`src/escape_sequence_to_utf16_decoder_top_macros.svh`:
```
// Assertion macros for the escape sequence decoder.
// Included by the top level; no other dependencies.
`ifndef ESCAPE_SEQUENCE_TO_UTF16_DECODER_TOP_MACROS_SVH
`define ESCAPE_SEQUENCE_TO_UTF16_DECODER_TOP_MACROS_SVH

// Implication within the same cycle
`define ESUD_ASSERT_SAME(label, clk, rst, ante, cons) \
   label: assert property (@(posedge clk) disable iff (rst) (ante) |-> (cons)) \
      else $error("esud assertion failed");

// Implication checked in the next cycle
`define ESUD_ASSERT_NEXT(label, clk, rst, ante, cons) \
   label: assert property (@(posedge clk) disable iff (rst) (ante) |=> (cons)) \
      else $error("esud assertion failed");

`endif

```
`src/esud_pkg.sv`:
```
// Shared types and constants of the escape sequence to UTF-16 decoder.
// No dependencies; used by every module of the block.
`timescale 1ns / 1ps

package esud_pkg;

   // Default depth of the result queue (at least 3 for full rate)
   localparam int ESUD_OUTQ_DEPTH = 4;

   // Character codes
   localparam logic [15:0] CH_BACKSLASH = 16'h005C;
   localparam logic [15:0] CH_N         = 16'h006E;
   localparam logic [15:0] CH_B         = 16'h0062;
   localparam logic [15:0] CH_R         = 16'h0072;
   localparam logic [15:0] CH_T         = 16'h0074;
   localparam logic [15:0] CH_X         = 16'h0078;
   localparam logic [15:0] CH_U_LOW     = 16'h0075;
   localparam logic [15:0] CH_U_UP      = 16'h0055;
   localparam logic [15:0] UNIT_LF      = 16'h000A;
   localparam logic [15:0] UNIT_BS      = 16'h0008;
   localparam logic [15:0] UNIT_CR      = 16'h000D;
   localparam logic [15:0] UNIT_TAB     = 16'h0009;

   // Hex digit ranges, either case
   localparam logic [15:0] CH_DIGIT_0   = 16'h0030;
   localparam logic [15:0] CH_DIGIT_9   = 16'h0039;
   localparam logic [15:0] CH_HEX_A_UP  = 16'h0041;
   localparam logic [15:0] CH_HEX_F_UP  = 16'h0046;
   localparam logic [15:0] CH_HEX_A_LO  = 16'h0061;
   localparam logic [15:0] CH_HEX_F_LO  = 16'h0066;

   // Code point limits and surrogate bases
   localparam logic [31:0] CP_MAX       = 32'h0010_FFFF;
   localparam logic [15:0] CP_REPLACE   = 16'hFFFD;
   localparam logic [20:0] CP_SUPP_BASE = 21'h01_0000;
   localparam logic [5:0]  SURR_HIGH    = 6'b110110;  // 0xD800 >> 10
   localparam logic [5:0]  SURR_LOW     = 6'b110111;  // 0xDC00 >> 10

   // Hex digit counts for \x, \u and \U
   localparam logic [3:0]  DIGITS_X     = 4'd2;
   localparam logic [3:0]  DIGITS_U4    = 4'd4;
   localparam logic [3:0]  DIGITS_U8    = 4'd8;

   typedef enum logic [2:0] {
      MODE_NORMAL  = 3'b001,
      MODE_ESCAPED = 3'b010,
      MODE_HEX     = 3'b100
   } mode_type;

   // One result transaction
   typedef struct packed {
      logic [15:0] unit_out;
      logic        unit_valid;
      logic        last_of_run;
      logic        end_of_text;
   } res_type;

   // Results caused by one input character (0, 1 or 2 of them)
   typedef struct packed {
      res_type     first;
      res_type     second;
      logic [1:0]  num;
   } res_pair_type;

endpackage

```
`src/esud_decode.sv`:
```
// Escape decoder: mode/code state registers and the per-character decode.
// Depends on esud_pkg.
`timescale 1ns / 1ps

module esud_decode (
   input  logic                  clock,
   input  logic                  reset,
   input  logic                  take,
   input  logic [15:0]           char_in,
   input  logic                  is_last,
   output esud_pkg::res_pair_type pair
);
   import esud_pkg::*;

   mode_type    mode_ff, mode_in;
   logic [31:0] code_accum_ff, code_accum_in;
   logic [3:0]  digits_left_ff, digits_left_in;

   logic        do_unit;
   logic [15:0] unit_val;
   logic        do_code;
   logic [31:0] code_val;
   logic        hex_ok;
   logic [3:0]  hex_val;
   logic [15:0] cp_sat;
   logic        cp_wide;
   logic [20:0] cp_sub;
   logic [15:0] surr_hi;
   logic [15:0] surr_lo;

   // Hex digit recognition, either case
   always_comb begin
      hex_ok  = 1'b1;
      hex_val = 4'd0;
      if (char_in >= CH_DIGIT_0 && char_in <= CH_DIGIT_9) begin
         hex_val = 4'(char_in - CH_DIGIT_0);
      end else if (char_in >= CH_HEX_A_UP && char_in <= CH_HEX_F_UP) begin
         hex_val = 4'(char_in - CH_HEX_A_UP + 16'd10);
      end else if (char_in >= CH_HEX_A_LO && char_in <= CH_HEX_F_LO) begin
         hex_val = 4'(char_in - CH_HEX_A_LO + 16'd10);
      end else begin
         hex_ok = 1'b0;
      end
   end

   // Next state and the single unit or code this character yields
   always_comb begin
      mode_in        = mode_ff;
      code_accum_in  = code_accum_ff;
      digits_left_in = digits_left_ff;
      do_unit        = 1'b0;
      unit_val       = char_in;
      do_code        = 1'b0;
      case (mode_ff)
         MODE_ESCAPED: begin
            mode_in = MODE_NORMAL;
            if (char_in == CH_N) begin
               do_unit  = 1'b1;
               unit_val = UNIT_LF;
            end else if (char_in == CH_B) begin
               do_unit  = 1'b1;
               unit_val = UNIT_BS;
            end else if (char_in == CH_R) begin
               do_unit  = 1'b1;
               unit_val = UNIT_CR;
            end else if (char_in == CH_T) begin
               do_unit  = 1'b1;
               unit_val = UNIT_TAB;
            end else if (char_in == CH_X) begin
               code_accum_in  = '0;
               digits_left_in = DIGITS_X;
               mode_in        = MODE_HEX;
            end else if (char_in == CH_U_LOW) begin
               code_accum_in  = '0;
               digits_left_in = DIGITS_U4;
               mode_in        = MODE_HEX;
            end else if (char_in == CH_U_UP) begin
               code_accum_in  = '0;
               digits_left_in = DIGITS_U8;
               mode_in        = MODE_HEX;
            end else begin
               do_unit = 1'b1;
            end
         end
         MODE_HEX: begin
            if (hex_ok && digits_left_ff != 4'd0) begin
               code_accum_in  = {code_accum_ff[27:0], hex_val};
               digits_left_in = digits_left_ff - 4'd1;
            end else begin
               digits_left_in = 4'd0;
            end
            if (digits_left_in == 4'd0) begin
               do_code = 1'b1;
               mode_in = MODE_NORMAL;
            end
         end
         default: begin
            if (char_in == CH_BACKSLASH) begin
               mode_in = MODE_ESCAPED;
            end else begin
               do_unit = 1'b1;
            end
         end
      endcase
      // flush a code still being collected at end of text
      if (is_last && mode_in == MODE_HEX) begin
         do_code = 1'b1;
      end
      code_val = code_accum_in;
   end

   // Code point to one unit or a surrogate pair
   always_comb begin
      cp_wide = 1'b0;
      cp_sat  = code_val[15:0];
      if (code_val > CP_MAX) begin
         cp_sat = CP_REPLACE;
      end else if (code_val[31:16] != 16'd0) begin
         cp_wide = 1'b1;
      end
      cp_sub  = code_val[20:0] - CP_SUPP_BASE;
      surr_hi = {SURR_HIGH, cp_sub[19:10]};
      surr_lo = {SURR_LOW, cp_sub[9:0]};
   end

   // Assemble the result transactions
   always_comb begin
      pair.first  = '0;
      pair.second = '0;
      pair.num    = 2'd0;
      if (do_unit) begin
         pair.num               = 2'd1;
         pair.first.unit_out    = unit_val;
         pair.first.unit_valid  = 1'b1;
         pair.first.last_of_run = 1'b1;
         pair.first.end_of_text = is_last;
      end else if (do_code && !cp_wide) begin
         pair.num               = 2'd1;
         pair.first.unit_out    = cp_sat;
         pair.first.unit_valid  = 1'b1;
         pair.first.last_of_run = 1'b1;
         pair.first.end_of_text = is_last;
      end else if (do_code) begin
         pair.num                = 2'd2;
         pair.first.unit_out     = surr_hi;
         pair.first.unit_valid   = 1'b1;
         pair.second.unit_out    = surr_lo;
         pair.second.unit_valid  = 1'b1;
         pair.second.last_of_run = 1'b1;
         pair.second.end_of_text = is_last;
      end else if (is_last) begin
         // empty end marker
         pair.num               = 2'd1;
         pair.first.last_of_run = 1'b1;
         pair.first.end_of_text = 1'b1;
      end
   end

   // State registers; end of text returns to the reset state
   always_ff @(posedge clock) begin
      if (reset) begin
         mode_ff        <= MODE_NORMAL;
         code_accum_ff  <= '0;
         digits_left_ff <= '0;
      end else if (take) begin
         if (is_last) begin
            mode_ff        <= MODE_NORMAL;
            code_accum_ff  <= '0;
            digits_left_ff <= '0;
         end else begin
            mode_ff        <= mode_in;
            code_accum_ff  <= code_accum_in;
            digits_left_ff <= digits_left_in;
         end
      end
   end

endmodule

```
`src/esud_outq.sv`:
```
// Result queue: takes up to two result transactions per cycle, gives one while not stalled.
// Depends on esud_pkg.
`timescale 1ns / 1ps

module esud_outq #(
   parameter int DEPTH = esud_pkg::ESUD_OUTQ_DEPTH
) (
   input  logic                   clock,
   input  logic                   reset,
   input  logic                   push,
   input  esud_pkg::res_pair_type pair,
   output logic                   room,
   output logic                   rsp_valid,
   input  logic                   rsp_stall,
   output esud_pkg::res_type      rsp_res
);
   import esud_pkg::*;

   localparam int PTR_W = $clog2(DEPTH);
   localparam int CNT_W = $clog2(DEPTH + 1);
   localparam logic [PTR_W-1:0] LAST_IDX = PTR_W'(DEPTH - 1);
   localparam logic [CNT_W-1:0] ROOM_MAX = CNT_W'(DEPTH - 2);

   res_type          q_ff [DEPTH];
   logic [PTR_W-1:0] wr_ptr_ff, wr_ptr_in, rd_ptr_ff, rd_ptr_in;
   logic [PTR_W-1:0] wr_next;
   logic [CNT_W-1:0] count_ff, count_in;
   logic [1:0]       num_push;
   logic             pop;

   always_comb begin
      num_push  = push ? pair.num : 2'd0;
      pop       = rsp_valid && !rsp_stall;
      wr_next   = (wr_ptr_ff == LAST_IDX) ? '0 : wr_ptr_ff + 1'b1;
      wr_ptr_in = wr_ptr_ff;
      case (num_push)
         2'd1:    wr_ptr_in = wr_next;
         2'd2:    wr_ptr_in = (wr_next == LAST_IDX) ? '0 : wr_next + 1'b1;
         default: wr_ptr_in = wr_ptr_ff;
      endcase
      rd_ptr_in = rd_ptr_ff;
      if (pop) begin
         rd_ptr_in = (rd_ptr_ff == LAST_IDX) ? '0 : rd_ptr_ff + 1'b1;
      end
      count_in = count_ff + CNT_W'(num_push) - CNT_W'(pop);
   end

   // Pointers and fill count
   always_ff @(posedge clock) begin
      if (reset) begin
         wr_ptr_ff <= '0;
         rd_ptr_ff <= '0;
         count_ff  <= '0;
      end else begin
         wr_ptr_ff <= wr_ptr_in;
         rd_ptr_ff <= rd_ptr_in;
         count_ff  <= count_in;
      end
   end

   // Entry storage
   always_ff @(posedge clock) begin
      if (num_push != 2'd0) begin
         q_ff[wr_ptr_ff] <= pair.first;
      end
      if (num_push == 2'd2) begin
         q_ff[wr_next] <= pair.second;
      end
   end

   // Room for a worst-case surrogate pair
   assign room      = (count_ff <= ROOM_MAX);
   assign rsp_valid = (count_ff != '0);
   assign rsp_res   = q_ff[rd_ptr_ff];

endmodule

```
`src/escape_sequence_to_utf16_decoder_top.sv`:
```
// Escape sequence decoder, backslash escapes in, UTF-16 units out: the block
// accepts one character per cycle unless stalled; a character is registered in
// the input stage, decoded from there and written to a small result queue, which
// shows its first result on the rsp port. The single result port sets the rate at
// one result per cycle unless the receiver stalls, so the units of a surrogate
// pair leave in turn; the input stalls while a character waits in the stage and
// the queue has fewer than two free entries (OUTQ_DEPTH, at least 3).
// Depends on esud_pkg, esud_decode, esud_outq and the assertion macro header.
`timescale 1ns / 1ps
`include "escape_sequence_to_utf16_decoder_top_macros.svh"

module escape_sequence_to_utf16_decoder_top #(
   parameter int OUTQ_DEPTH = esud_pkg::ESUD_OUTQ_DEPTH
) (
   input  logic        clock,
   input  logic        reset,
   input  logic        req_valid,
   output logic        req_stall,
   input  logic [15:0] req_char_in,
   input  logic        req_is_last,
   output logic        rsp_valid,
   input  logic        rsp_stall,
   output logic [15:0] rsp_unit_out,
   output logic        rsp_unit_valid,
   output logic        rsp_last_of_run,
   output logic        rsp_end_of_text
);
   import esud_pkg::*;

   logic         stage_valid_ff, stage_valid_in;
   logic [15:0]  stage_char_ff;
   logic         stage_last_ff;
   logic         room;
   logic         advance;
   logic         accept;
   res_pair_type pair;
   res_type      rsp_res;

   // Input stage handshake
   assign advance   = stage_valid_ff && room;
   assign req_stall = stage_valid_ff && !room;
   assign accept    = req_valid && !req_stall;

   always_comb begin
      stage_valid_in = stage_valid_ff;
      if (accept) begin
         stage_valid_in = 1'b1;
      end else if (advance) begin
         stage_valid_in = 1'b0;
      end
   end

   always_ff @(posedge clock) begin
      if (reset) begin
         stage_valid_ff <= 1'b0;
      end else begin
         stage_valid_ff <= stage_valid_in;
      end
   end

   // Input transaction payload
   always_ff @(posedge clock) begin
      if (accept) begin
         stage_char_ff <= req_char_in;
         stage_last_ff <= req_is_last;
      end
   end

   esud_decode u_decode (
      .clock   (clock),
      .reset   (reset),
      .take    (advance),
      .char_in (stage_char_ff),
      .is_last (stage_last_ff),
      .pair    (pair)
   );

   esud_outq #(
      .DEPTH (OUTQ_DEPTH)
   ) u_outq (
      .clock     (clock),
      .reset     (reset),
      .push      (advance),
      .pair      (pair),
      .room      (room),
      .rsp_valid (rsp_valid),
      .rsp_stall (rsp_stall),
      .rsp_res   (rsp_res)
   );

   assign rsp_unit_out    = rsp_res.unit_out;
   assign rsp_unit_valid  = rsp_res.unit_valid;
   assign rsp_last_of_run = rsp_res.last_of_run;
   assign rsp_end_of_text = rsp_res.end_of_text;

   // Checks
   `ESUD_ASSERT_SAME(a_stall_only_when_held, clock, reset, req_stall, stage_valid_ff)
   `ESUD_ASSERT_SAME(a_marker_shape, clock, reset, rsp_valid && !rsp_unit_valid,
      rsp_end_of_text && rsp_last_of_run && rsp_unit_out == 16'd0)
   `ESUD_ASSERT_NEXT(a_stage_holds, clock, reset, stage_valid_ff && !room,
      stage_valid_ff && $stable(stage_char_ff) && $stable(stage_last_ff))

endmodule

```
`config.mk`:
```
export PLATFORM = sky130hd
export DESIGN_NAME = escape_sequence_to_utf16_decoder_top
export DESIGN_NICKNAME = d
export VERILOG_FILES = /design/src/esud_pkg.sv /design/src/esud_decode.sv /design/src/esud_outq.sv /design/src/escape_sequence_to_utf16_decoder_top.sv
export VERILOG_INCLUDE_DIRS = /design/src /design/src/src
export SDC_FILE = /design/constraint.sdc
export NUM_CORES = 1
export LEC_CHECK = 0
export BUFFER_PORTS_ARGS = -buffer_cell sky130_fd_sc_hd__buf_2
export CAP_MARGIN = 20
export CORE_ASPECT_RATIO = 0.6
export CORE_MARGIN = 5
export CORE_UTILIZATION = 50
export DETAILED_ROUTE_END_ITERATION = 12
export GPL_TIMING_DRIVEN = 0
export HOLD_SLACK_MARGIN = 0.12
export PLACE_DENSITY = 0.7
export SLEW_MARGIN = 20
export SYNTH_ARGS = -nofsm -noshare
export SYNTH_HDL_FRONTEND = slang
export SYNTH_HIERARCHICAL = 1
export SYNTH_SLANG_ARGS = --single-unit
```
`constraint.sdc`:
```
create_clock -name clock -period 6.54 [get_ports clock]
set_clock_uncertainty 0.2 [all_clocks]
set_input_delay 1.308 -clock clock [delete_from_list [all_inputs] [get_ports clock]]
set_output_delay 1.308 -clock clock [all_outputs]
set_load 0.03 [all_outputs]
```
-- Word level (Yosys, flattened, before mapping)
Memories as Yosys holds them, arrays and structs flattened. A register that Yosys moved wholly into a read port is not among the register bits.
Cells that the tools add are included.
- $add $sub $neg: 12
- multiply operators: 0
- divide/modulo/power cells: 0
- order comparisons: 8
- equality and inequality tests: 21
- shifts and indexed selects: 0
- mux-type cells: 83
- bitwise operators: 0
- reduce and logical (&&, ||, !) cells: 23
- operators with widths (kind ; number):
    two-way mux 32 bit ; 9
    == test 16 x 7 -> 1 bit (second input constant) ; 8
    two-way mux 16 bit ; 6
    two-way mux 19 bit ; 5
    one-hot mux 32 bit (2 select lines) ; 1
    two-way mux 4 bit ; 13
    greater-or-equal comparator 16 x 7 -> 1 bit (second input constant) ; 2
    > comparator 32 x 21 -> 1 bit (second input constant) ; 1
    less-or-equal comparator 16 x 7 -> 1 bit (second input constant) ; 2
    two-way mux 3 bit ; 10
    two-way mux 1 bit ; 23
    two-way mux 2 bit ; 11
    subtractor 20 x 17 -> 20 bit (second input constant) ; 1
    two-way mux 17 bit ; 1
    greater-or-equal comparator 16 x 6 -> 1 bit (second input constant) ; 1
    less-or-equal comparator 16 x 6 -> 1 bit (second input constant) ; 1
    nonzero test 16 bit ; 1
    subtractor 4 x 1 -> 4 bit (second input constant) ; 4
    inequality test 3 bit (second input constant) ; 4
    logical AND 1 bit ; 10
    adder 4 bit (second input constant) ; 2
    == test 2 bit (second input constant) ; 4
    one-hot mux 4 bit (2 select lines) ; 1
    AND reduction 7 bit ; 1
    16 further kinds ; 25
- register bits after elaboration: 64
- bits in latches: 0
- bits in writable memories: 76
- memory bits (read-only): 0
- input port bits: 21
- output and inout bits: 21
- word-level logic and storage cells: 157
- memories kept: 1
- memories (name ; depth ; bits a word ; read ports ; clocked after memory_dff ; wr ports ; line ; RTL):
    u_outq.q_ff ; 4 ; 19 ; 1 ; 1 ; 2 ; esud_outq.sv:24 ; res_type q_ff [DEPTH];

-- Longest topological paths before layout
Gate-level depths: netlist of run 1.
- depth in word-level cells: 21
- gate-level depth with buffers: 26
- mapped depth without buffers: 24

-- Hierarchy
The synthesis of run 1 kept the hierarchy.
- modules (own cells, without submodules) (module ; times used ; cells an instance ; area an instance (um2) ; sequential area each (um2)):
    esud_outq ; 1 ; 251 ; 4252.8 ; 2462.4
    esud_decode ; 1 ; 476 ; 3518.4 ; 780.7
    escape_sequence_to_utf16_decoder_top ; 1 ; 22 ; 566.8 ; 530.5

-- Worst setup path after synthesis of run 1
OpenSTA, ideal clock, no wires.
- kind: register to register
- from: register stage_char_ff[1]
- to: memory u_outq/q_ff[0][0] in the netlist's numbering, enable pin
- setup time: 421 ps
- arrival time: 6075 ps
- required time: 5919 ps
- path slack: -156 ps
- stages on the path, launching flop included: 22
- path buffers: 3
- period minus slack after synthesis: 6696 ps
- cells stage by stage: edfxtp_1 > inv_1 > ha_1 > o21bai_1 > a2111oi_0 > a32oi_1 > buf_2 > a311oi_1 > nand2_1 > buf_2 > a22oi_1 > ha_1 > nand4_1 > nor2_1 > o211ai_1 > or4_1 > o31a_1 > buf_6 > nor2_1 > nand2_1 > ha_1 > o21ai_0
- RTL lines (what ; line ; RTL):
    start, declared ; escape_sequence_to_utf16_decoder_top.sv:31 ; logic [15:0] stage_char_ff;
    start signal, assigned ; escape_sequence_to_utf16_decoder_top.sv:64 ; stage_char_ff <= req_char_in;
    end, declared ; esud_outq.sv:24 ;

==> out/results.ini, run 1 <==
[cts]
clock_path_buffers = 2
cts_buffers = 17
clock_latency_ns = 0.43
cts_tree = built
cts_hold_buffers = 0
cts_sinks = 142
clk_pin_slew_worst_paths_ns = 0.06
cts_root_buffer = clkbuf_16
cts_max_level = 4

[route]
antenna_left = 0
wl_per_cell_um = 22.6
drt-pass1-iter-count = 6
drtIter0Drc = 963
drt-vias-per-instance = 6.32
drc = 0
routed_wl_mm = 24.0
vias = 6729

[grt]
grt_pass1_vias = 6378
grt_pass1_wl_mm = 37.1
antenna_found_initial = 0
grt_usage_pct = 25.1
grt_overflow = 0
grt_max_degree = 20

[power_and_ir_drop]
p_int_uw = 1720
ir_drop_v = 0.000203
clockPowerShare_pct = 36.7
combPwrFrac_pct = 21.1
p_switching_uw = 764
leakage_uw = 0.00332
power_density_nw_per_um2 = 257
seqPwrFrac_pct = 42.1
p_sw_share_pct = 30.8

[cells_and_area]
final_cell_area_sq_um = 9670
layout-drive-gt1-share_pct = 28.3
final_nets = 863
diodes = 0
area_growth_pct = 16.0
fillers = 1349
final_util_pct = 59.3

[yosys]
synth_cells = 749
syn-cell-area_sq_um = 8340
syn_avg_cell_area_sq_um = 11.1
synth_top_area_share_pct = 33.5
synth_cell_types = 88
yosys-top-cells-area = edfxtp_1, dfxtp_1, mux2_2, nor2_1, a22oi_1
yosys_warnings = 6
synth_edf_count = 93
synthFlopType = edfxtp_1
synthesis.nets = 789
yosysTopAreaCell = edfxtp_1
ys_ff_latch = 142
async_flop_share_pct = 0
seq_area_frac_synth_pct = 45.3

[sta]
slew_headroom_pct = 38.6
worstMarginPinSlew_ns = 0.919
hold_ws_ns = 0.312
period_minus_slack_ns = 6.30
fin_crit_sh_pct = 96.3
setup_slack_ns = 0.239
fmax_mhz = 159
slew_violations = 0
setup_violations = 0
hold_violations = 0

[floorplanning]
num_io_pins = 42
placementRows = 36
die_x_um = 177
die_h_um = 110
start_util_pct = 51.1
fp.dieArea_sq_um = 19400
core_sq_um = 16300

[hold_path]
hold_path_class = register to register

[placement]
place.gp.congestion = 0.984
port_buffers = 41
dp_hpwl_mm = 17.6
place_ws_ns = -1.00
place_area_sq_um = 8920

[setup_path]
start_kind = register
critPathKind = register to register
cp_common_cell = nand2_1
crit_required_ns = 6.46
cpMaxStageDelayCell = or4_1
cp_cell_sequence = or4_1 > nor2_2 > a32oi_1 > buf_4 > a311oi_4 > nand2_1 > buf_2 > a22oi_2 > ha_2 > nand4_1 > nor2_1 > o211ai_1 > or4_1 > o31a_1 > buf_6 > nor2_4 > nand2_1 > inv_1 > ha_2 > nand2_1 > clkbuf_4 > o21ai_4 > buf_12
critPathMaxFanout = 19
crit_arrival_ns = 6.22
endpoint_kind = register
max_stage_delay_ns = 0.62

[run_status]
status = completed

[job]
cap_viol_max_count = 0

kinds of logic after synthesis:
kind of cell | count (synthesis) | synth area share (%)
AOI/OAI and AO/OA | 176 | 15.1
adders and majority gates | 19 | 2.94
muxes | 104 | 16.9
xor gates and xnor gates | 10 | 1.05
buffers and inverters | 77 | 4.52
other | 1 | 0.0450
DFF | 142 | 45.3
and+or+nand+nor | 220 | 14.2
routing by layer:
metal	part of all wire, %	wire, um	vias up	track usage (%)
met2	41	9950	387	34.9
met5	0	0	-	0
met4	1.3	300	0	7.78
met1	47	11200	3281	38.0
met3	11	2580	34	6.92
li1	-	-	3027	-
final timing paths:
path	start	endpoint	slack, ns	cells past startpoint
setup / recovery	stage_char_ff[14]$_DFFE_PP_	u_outq/q_ff[0][6]$_DFFE_PP_	0.24	23
hold / removal	u_decode/code_accum_ff[30]$_SDFFE_PP0P_	u_decode/code_accum_ff[30]$_SDFFE_PP0P_	0.31	2
setup reg to reg	stage_char_ff[14]$_DFFE_PP_	u_outq/q_ff[0][6]$_DFFE_PP_	0.24	23
hold reg to reg	u_decode/code_accum_ff[30]$_SDFFE_PP0P_	u_decode/code_accum_ff[30]$_SDFFE_PP0P_	0.31	2
registers in the layout, summed over array words and instances, names as in the netlist, named ones only:
signal	cells
stage_char_ff	16
stage_last_ff	1
stage_valid_ff	1
u_decode/code_accum_ff	32
u_decode/digits_left_ff	4
u_decode/mode_ff	3
u_outq/count_ff	3
u_outq/q_ff	76
u_outq/rd_ptr_ff	2
u_outq/wr_ptr_ff	2
metrics by stage:
| step | instances | TNS, ns | total power [uW] |
|---|---|---|---|
| 5_1_grt | 1064 | -1.15 | 2590 |
| 3_5_place_dp | 1020 | -139.51 | 1570 |
| 6_report | 1064 | 0 | 2480 |
| 3_3_place_gp | 1018 | -280.70 | 1550 |
| 2_1_floorplan | 749 | -11.87 | 1420 |
| 4_1_cts | 1059 | 0 | 2490 |
power by group through the flow:
| stage | clock network (uW) | registers (uW) | logic [uW] |
|---|---|---|---|
| 6_report | 912 | 1050 | 524 |
| 5_1_grt | 973 | 1050 | 564 |
| 4_1_cts | 928 | 1040 | 521 |
| 3_5_place_dp | 0 | 1070 | 508 |
| 3_3_place_gp | 0 | 1060 | 484 |
| 2_1_floorplan | 0 | 1060 | 368 |
area by class of cell:
class	count	area, sq um	area share (%)
Buffer	53	293	3.03
Clock buffer	17	425	4.40
Clock inverter	15	125	1.29
Inverter	24	90.1	0.932
Multi-Input combinational cell	530	4300	44.5
Sequential cell	142	3770	39.0
Tap cell	228	285	2.95
Timing Repair Buffer	55	375	3.88
what timing repair did:
| action | 4_1_cts | 5_1_grt |
|---|---|---|
| setup endpoints to repair | 156 | 154 |
| pin swaps | 3 | 2 |
| buffers inserted | 7 | 5 |
| resized for setup | 7 | 12 |
cell usage after synthesis, drive strengths merged (4+ instances only):
cell type,number
a211o,4
a21o,5
a21oi,30
a22o,9
a22oi,36
a2bb2oi,4
and2,8
and3,5
buf,26
clkbuf,27
dfxtp,49
edfxtp,93
ha,18
inv,24
mux2,77
mux2i,8
mux4,19
nand2,35
nand2b,4
nand3,13
nand4,6
nor2,79
nor2b,6
nor3,19
nor3b,10
nor4,8
o211ai,10
o21a,4
o21ai,29
o22ai,8
o31ai,5
or2,6
or4,6
xnor2,8
critical path: cells and delay by family (launching register included):
kind            cells  cell delay [ns]
simple gates        9             2.25
compound gates      6             1.34
flops               1             0.44
fa+ha+maj           2             0.52
buf+inv             6             1.22
cells in the final DEF, fill, tap and decap left out, types with 5 or more instances in the layout:
master      n
mux4_2     10
nor3_2      6
o31ai_1     5
nand4_1     6
o211ai_1    9
o21ai_1     7
nand2_1    34
a21oi_1    30
clkbuf_16  17
dfxtp_1    49
nor4_1      6
nor2_1     77
buf_4      19
inv_1      23
xnor2_1     8
mux2i_1     8
a21o_1      5
mux2_2     77
or4_1       5
a22o_1      9
o22ai_1     8
nor3_1     13
o21ai_0    18
mux4_1      9
ha_1       15
buf_2      51
nor3b_1     5
nand3_1    13
edfxtp_1   93
and2_1      8
nor3b_2     5
clkbuf_1   26
inv_6       7
a22oi_1    34
No activity file was read; power rests on OpenSTA's default activity.
==> run 2: changes to the inputs <==
CORE_MARGIN = not set   (was 5)
GPL_TIMING_DRIVEN = not set   (was 0)
==> run 2 against run 1 <==
Net effect: final cell count is 3.6% lower; worst setup slack better by 0.17 ns; core utilization down 1.8 points; clock power increased by 0.7%; critical path depth down 3; global-route usage rose by 2.0 points; sequential share of layout area increased by 1.3 points; non-clock buffer count fell by 38; flip-flop and latch count unchanged; maximum frequency is 2.8% higher; via count down 3.2%; count of clock-buffer cells in the layout up 1; critical endpoint is now u_outq/q_ff[3][4]$_DFFE_PP_; largest power group unchanged.
==> out/results.ini, run 2 (synthesis results as in run 1) <==
[job]
cap_viol_max_count = 0  ; unchanged

[route]
routed_wl_mm = 22.6  ; -5.8%
drtIter0Drc = 896  ; -7.0%
antenna_left = 0  ; unchanged
vias = 6512  ; -3.2%
drt-vias-per-instance = 6.35  ; +0.36%
drc = 0  ; unchanged
wl_per_cell_um = 22.0  ; -2.3%
drt-pass1-iter-count = 6  ; unchanged

[cts]
cts_tree = built
cts_max_level = 4  ; unchanged
clk_pin_slew_worst_paths_ns = 0.06  ; about the same
clock_latency_ns = 0.42  ; about the same
cts_root_buffer = clkbuf_16
clock_path_buffers = 2  ; unchanged
cts_buffers = 17  ; unchanged
cts_hold_buffers = 0  ; unchanged
cts_sinks = 142  ; unchanged

[sta]
setup_violations = 0  ; unchanged
fin_crit_sh_pct = 93.7  ; -2.6 points
period_minus_slack_ns = 6.13  ; -0.170 ns
slew_headroom_pct = 32.8  ; -5.7 points
fmax_mhz = 163  ; +2.8%
slew_violations = 0  ; unchanged
worstMarginPinSlew_ns = 1.01  ; +0.0867 ns
hold_violations = 0  ; unchanged

[power_and_ir_drop]
power_density_nw_per_um2 = 262  ; +2.1%
leakage_uw = 0.00322  ; -3.1%
ir_drop_v = 0.000164  ; -20%
p_sw_share_pct = 30.6  ; -0.17 points
clockPowerShare_pct = 37.4  ; +0.7 points
total_power_uw = 2450  ; -1.2%
p_int_uw = 1700  ; -1.0%
p_switching_uw = 750  ; -1.8%
combPwrFrac_pct = 19.4  ; -1.7 points
seqPwrFrac_pct = 43.1  ; +1.0 points

[floorplanning]
start_util_pct = 51.3  ; +0.14 points
fp.dieArea_sq_um = 17200  ; -11%
num_io_pins = 42  ; unchanged
placementRows = 36  ; unchanged
core_sq_um = 16300  ; -0.28%
die_x_um = 169  ; -4.5%
die_h_um = 102  ; -7.3%

[cells_and_area]
layout-drive-gt1-share_pct = 26.9  ; -1.4 points
layout_commonest_cell = edfxtp_1
mostFrequentLayoutCells = edfxtp_1, nor2_1, mux2_2, dfxtp_1, buf_2
final_util_pct = 57.5  ; -1.8 points
top_register = u_outq/q_ff
largest_reg_flops = 76  ; unchanged
area_growth_pct = 12.1
multi_input_area_sq_um = 4220  ; -1.9%
diodes = 0  ; unchanged
fillers = 1344  ; -0.37%
regArea_sq_um = 3770  ; unchanged
final_nets = 825  ; -4.4%
largestRegisters = u_outq/q_ff (76), u_decode/code_accum_ff (32), stage_char_ff (16)

[setup_path]
critPathMaxFanout = 14  ; -5
r2r_cells = 20  ; -13%
crit_arrival_ns = 6.09  ; -0.13 ns
start_kind = register
endpoint_kind = register
crit_required_ns = 6.50  ; +0.04 ns
critPathKind = register to register

[placement]
port_buffers = 41  ; unchanged
dp_hpwl_mm = 16.0  ; -8.8%
place.gp.congestion = 0.935  ; -5.0%

[run_status]
status = completed

[hold_path]
hold_depth = 2  ; unchanged
hold_path_class = register to register

[grt]
grt_pass1_wl_mm = 35.0  ; -5.6%
antenna_found_initial = 1  ; +1
grt_overflow = 0  ; unchanged
grt_max_degree = 50  ; +150%
grt_usage_pct = 27.1  ; +2.0 points
grt_pass1_vias = 6093  ; -4.5%

## run 2: cell types whose count changed in the layout (fill, tap and decap cells not counted), moves of 3 or more
cell,delta
ha_2,-3
buf_12,-4
ha_1,+3
buf_4,+9
buf_2,-10
clkbuf_1,-25
o21ai_4,-3
## run 2: metrics by stage
stage	cell area [sq um]	hold WS, ns	setup slack [ns]	cells	TNS [ns]
3_3_place_gp	8750	0.286	0.594	992	0
5_1_grt	9350	0.370	-0.00268	1026	-0.00268
2_1_floorplan	8340	0.266	-0.156	749	-11.87
6_report	9350	0.310	0.409	1026	0
3_5_place_dp	8760	0.292	0.408	993	0
4_1_cts	9310	0.308	0.379	1025	0
## run 2: final timing paths
kind,slack [ns],start,endpoint
max,0.41,stage_char_ff[0]$_DFFE_PP_,u_outq/q_ff[3][4]$_DFFE_PP_
min,0.31,u_decode/code_accum_ff[28]$_SDFFE_PP0P_,u_decode/code_accum_ff[28]$_SDFFE_PP0P_
min reg2reg,0.31,u_decode/code_accum_ff[28]$_SDFFE_PP0P_,u_decode/code_accum_ff[28]$_SDFFE_PP0P_
max reg2reg,0.41,stage_char_ff[0]$_DFFE_PP_,u_outq/q_ff[3][4]$_DFFE_PP_
## run 2: area by class of cell
| cell class | instances | area share (%) |
|---|---|---|
| Inverter | 24 | 0.964 |
| Clock inverter | 14 | 1.30 |
| Tap cell | 228 | 3.05 |
| Timing Repair Buffer | 70 | 4.56 |
| Sequential cell | 142 | 40.4 |
| Clock buffer | 18 | 4.59 |
| Multi-Input combinational cell | 530 | 45.2 |
## run 2: repair_timing
item                                    CTS  global route
setup buffers                             0             1
endpoints found under the setup margin    0           111
gates resized for setup                   0             4
## run 2: power by group through the flow
stage / registers (uW) / clock network [uW] / logic (uW)
2_1_floorplan: 1060 / 0 / 368
3_3_place_gp: 1070 / 0 / 460
3_5_place_dp: 1080 / 0 / 471
4_1_cts: 1060 / 929 / 473
5_1_grt: 1060 / 966 / 514
6_report: 1060 / 918 / 477
## run 2: worst max-delay path: stages (launching register included)
cell	delay, ns
edfxtp_1	0.51
inv_1	0.17
ha_1	0.19
or4b_4	0.50
or3_1	0.36
a41oi_2	0.25
a21oi_1	0.14
buf_4	0.21
a22oi_1	0.25
ha_1	0.25
nand4_1	0.12
nor2_1	0.16
o211ai_1	0.10
or4_1	0.49
o31a_1	0.32
o22a_1	0.29
nand2_1	0.19
ha_1	0.31
nand2_1	0.27
buf_4	0.30
mux2_2	0.30
## run 2: routing by layer
| metal | GRT usage, % | routed length, um | share of wire [%] |
|---|---|---|---|
| met1 | 40.7 | 10500 | 46 |
| met2 | 38.7 | 9460 | 42 |
| met3 | 7.05 | 2400 | 11 |
| met4 | 6.43 | 268 | 1.2 |
| met5 | 0 | 0 | 0 |
==> run 3: changes to the inputs <==
CORE_UTILIZATION = 43   (was 50)
PLACE_DENSITY = not set   (was 0.7)
TNS_END_PERCENT = 30   (was not set)
==> run 3 against run 2 <==
Net effect: power is 1.9% higher; count of clock-buffer cells in the layout stayed put; flip-flop and latch count stayed put; first-iteration DRC count is 32% lower; global-route usage is 3.7 points lower; register-to-register slack worse by 0.06 ns; critical path type unchanged; critical endpoint is now u_outq/count_ff[2]$_SDFF_PP0_; largest power group unchanged.
==> out/results.ini, run 3 (synthesis results as in run 1) <==
[run_status]
status = completed

[sta]
setup_violations = 0  ; unchanged
fin_crit_sh_pct = 94.6  ; +0.87 points
setup-tns-final_ns = 0  ; unchanged
slew_violations = 0  ; unchanged
fmax_mhz = 162  ; -0.92%
rsz0062_at_grt = false
worstMarginPinSlew_ns = 1.03  ; +0.0279 ns
hold_violations = 0  ; unchanged
period_minus_slack_ns = 6.19  ; +0.0567 ns
hold_ws_ns = 0.310  ; +0.000691 ns
slew_headroom_pct = 31.0  ; -1.9 points

[floorplanning]
die_h_um = 110  ; +7.7%
core_sq_um = 19000  ; +17%
die_x_um = 182  ; +7.7%
start_util_pct = 43.9  ; -7.4 points
fp.dieArea_sq_um = 20000  ; +16%
placementRows = 39  ; +8.3%
num_io_pins = 42  ; unchanged

[power_and_ir_drop]
combPwrFrac_pct = 19.1  ; -0.3 points
clockPowerShare_pct = 38.6  ; +1.2 points
p_int_uw = 1800  ; +5.5%
leakage_uw = 0.00326  ; +1.2%
total_power_uw = 2500  ; +1.9%
ir_drop_v = 0.000205  ; +25%
power_density_nw_per_um2 = 266  ; +1.4%
p_switching_uw = 702  ; -6.4%
seqPwrFrac_pct = 42.3  ; -0.8 points
p_sw_share_pct = 28.1  ; -2.5 points

[setup_path]
cp_num_buf_inv = 2  ; -1
start_kind = register
rrSetupSlack_ns = 0.35  ; -0.06 ns
endpoint_kind = register
rr_startpoint = stage_char_ff[1]$_DFFE_PP_
r2r_cells = 24  ; +20%
cp-endpoint = u_outq/count_ff[2]$_SDFF_PP0_
cp_cell_sequence = inv_1 > ha_1 > o21bai_1 > a2111oi_0 > a32oi_1 > a311oi_2 > nand2_1 > a22oi_1 > ha_1 > nand4_1 > nor2_1 > o211ai_1 > or4_1 > o31a_1 > o22a_1 > nand2_1 > and3_4 > or2_1 > ha_1 > inv_1 > fa_1 > xnor2_1 > xnor2_1 > nor2_1
crit_family = compound AO/OA/AOI/OAI gates
critPathMaxFanout = 9  ; -5
crit_cells = 24  ; +20%
max_stage_delay_ns = 0.50  ; about the same
r2r_end = u_outq/count_ff[2]$_SDFF_PP0_
crit_required_ns = 6.62  ; +0.12 ns
cp_common_cell = ha_1
cpMaxStageDelayCell = edfxtp_1
startpoint = stage_char_ff[1]$_DFFE_PP_
critPathKind = register to register
crit_arrival_ns = 6.27  ; +0.18 ns

[route]
wl_per_cell_um = 21.6  ; -2.1%
routed_wl_mm = 22.5  ; -0.33%
drc = 0  ; unchanged
vias = 6340  ; -2.6%
drt-vias-per-instance = 6.07  ; -4.4%
drtIter0Drc = 611  ; -32%
drt-pass1-iter-count = 5  ; -1
antenna_left = 0  ; unchanged

[cells_and_area]
largestRegisters = u_outq/q_ff (76), u_decode/code_accum_ff (32), stage_char_ff (16)
layout-drive-gt1-share_pct = 26.5  ; -0.41 points
area_growth_pct = 12.7
largest_reg_flops = 76  ; unchanged
diodes = 0  ; unchanged
fillers = 1681  ; +25%
final_nets = 827  ; +0.24%
layout_commonest_cell = edfxtp_1
top_register = u_outq/q_ff
mostFrequentLayoutCells = edfxtp_1, nor2_1, mux2_2, dfxtp_1, buf_2

[cts]
cts_buffers = 17  ; unchanged
cts_root_buffer = clkbuf_16
cts_tree = built
cts_hold_buffers = 0  ; unchanged
post_cts_buffers = 0  ; unchanged
cts_sinks = 142  ; unchanged
clock_path_buffers = 2  ; unchanged
cts_max_level = 4  ; unchanged
clk_pin_slew_worst_paths_ns = 0.06  ; about the same
clock_latency_ns = 0.43  ; about the same
ctsResizeCount = 0  ; unchanged

[grt]
grt_max_degree = 50  ; unchanged
grt_pass1_wl_mm = 34.5  ; -1.4%
antenna_found_initial = 0  ; -1
grt_pass1_vias = 5873  ; -3.6%
grt_overflow = 0  ; unchanged
grt_usage_pct = 23.4  ; -3.7 points

[job]
cap_viol_max_count = 0  ; unchanged

[placement]
port_buffers = 41  ; unchanged
dp_hpwl_mm = 16.1  ; +0.20%
place.gp.congestion = 0.939  ; +0.49%

[hold_path]
hold_depth = 2  ; unchanged
hold_path_class = register to register

[run 3: through the flow]
step                utilization (%)  area, sq um  setup WS (ns)  cells
CTS                            49.4         9380          0.276   1045
global placement               46.4         8800          0.409   1014
floorplan                         -         8340         -0.156    749
detailed placement             46.4         8800          0.289   1014
global route                   49.5         9390        0.00329   1045
finish                         49.5         9390          0.353   1045
[run 3: metal layers]
layer	GRT usage [%]	part of all wire, %
met1	34.5	50
met3	7.78	8.6
met4	6.96	1.3
met5	0	0
met2	31.7	41
[run 3: area by class of cell]
class / count / area, sq um / share of cell area [%]
clock inverters: 13 / 148 / 1.57
multi-input cells: 530 / 4210 / 44.8
inverters: 24 / 90.1 / 0.959
flip-flops and latches: 142 / 3770 / 40.2
well taps: 246 / 308 / 3.28
clock buffers: 18 / 429 / 4.57
repair buffers: 72 / 438 / 4.66
[run 3: worst min-delay path by stage]
stage                                                  startpoint                                 endpoint  slack (ns)
after floorplan           u_decode/code_accum_ff[31]$_SDFFE_PP0P_  u_decode/code_accum_ff[31]$_SDFFE_PP0P_        0.27
after global placement    u_decode/code_accum_ff[30]$_SDFFE_PP0P_  u_decode/code_accum_ff[30]$_SDFFE_PP0P_        0.29
after detailed placement  u_decode/code_accum_ff[29]$_SDFFE_PP0P_  u_decode/code_accum_ff[29]$_SDFFE_PP0P_        0.30
after CTS                 u_decode/code_accum_ff[29]$_SDFFE_PP0P_  u_decode/code_accum_ff[29]$_SDFFE_PP0P_        0.31
after global routing      u_decode/code_accum_ff[28]$_SDFFE_PP0P_  u_decode/code_accum_ff[28]$_SDFFE_PP0P_        0.35
final                     u_decode/code_accum_ff[28]$_SDFFE_PP0P_  u_decode/code_accum_ff[28]$_SDFFE_PP0P_        0.31
[run 3: power groups by stage]
stage | combinational (uW) | clock, uW | sequential, uW
after global placement | 470 | 0 | 1070
after CTS | 479 | 985 | 1060
after floorplan | 368 | 0 | 1060
final | 476 | 964 | 1060
after global routing | 513 | 1020 | 1060
after detailed placement | 477 | 0 | 1070
[run 3: worst reg2reg max path, stage by stage, from the launching register on]
cell and delay (ns):
edfxtp_1 0.50, inv_1 0.15, ha_1 0.26, o21bai_1 0.17, a2111oi_0 0.47, a32oi_1 0.22
a311oi_2 0.40, nand2_1 0.19, a22oi_1 0.34, ha_1 0.28, nand4_1 0.11, nor2_1 0.15
o211ai_1 0.09, or4_1 0.49, o31a_1 0.33, o22a_1 0.31, nand2_1 0.18, and3_4 0.22
or2_1 0.10, ha_1 0.13, inv_1 0.04, fa_1 0.37, xnor2_1 0.18, xnor2_1 0.13
nor2_1 0.05
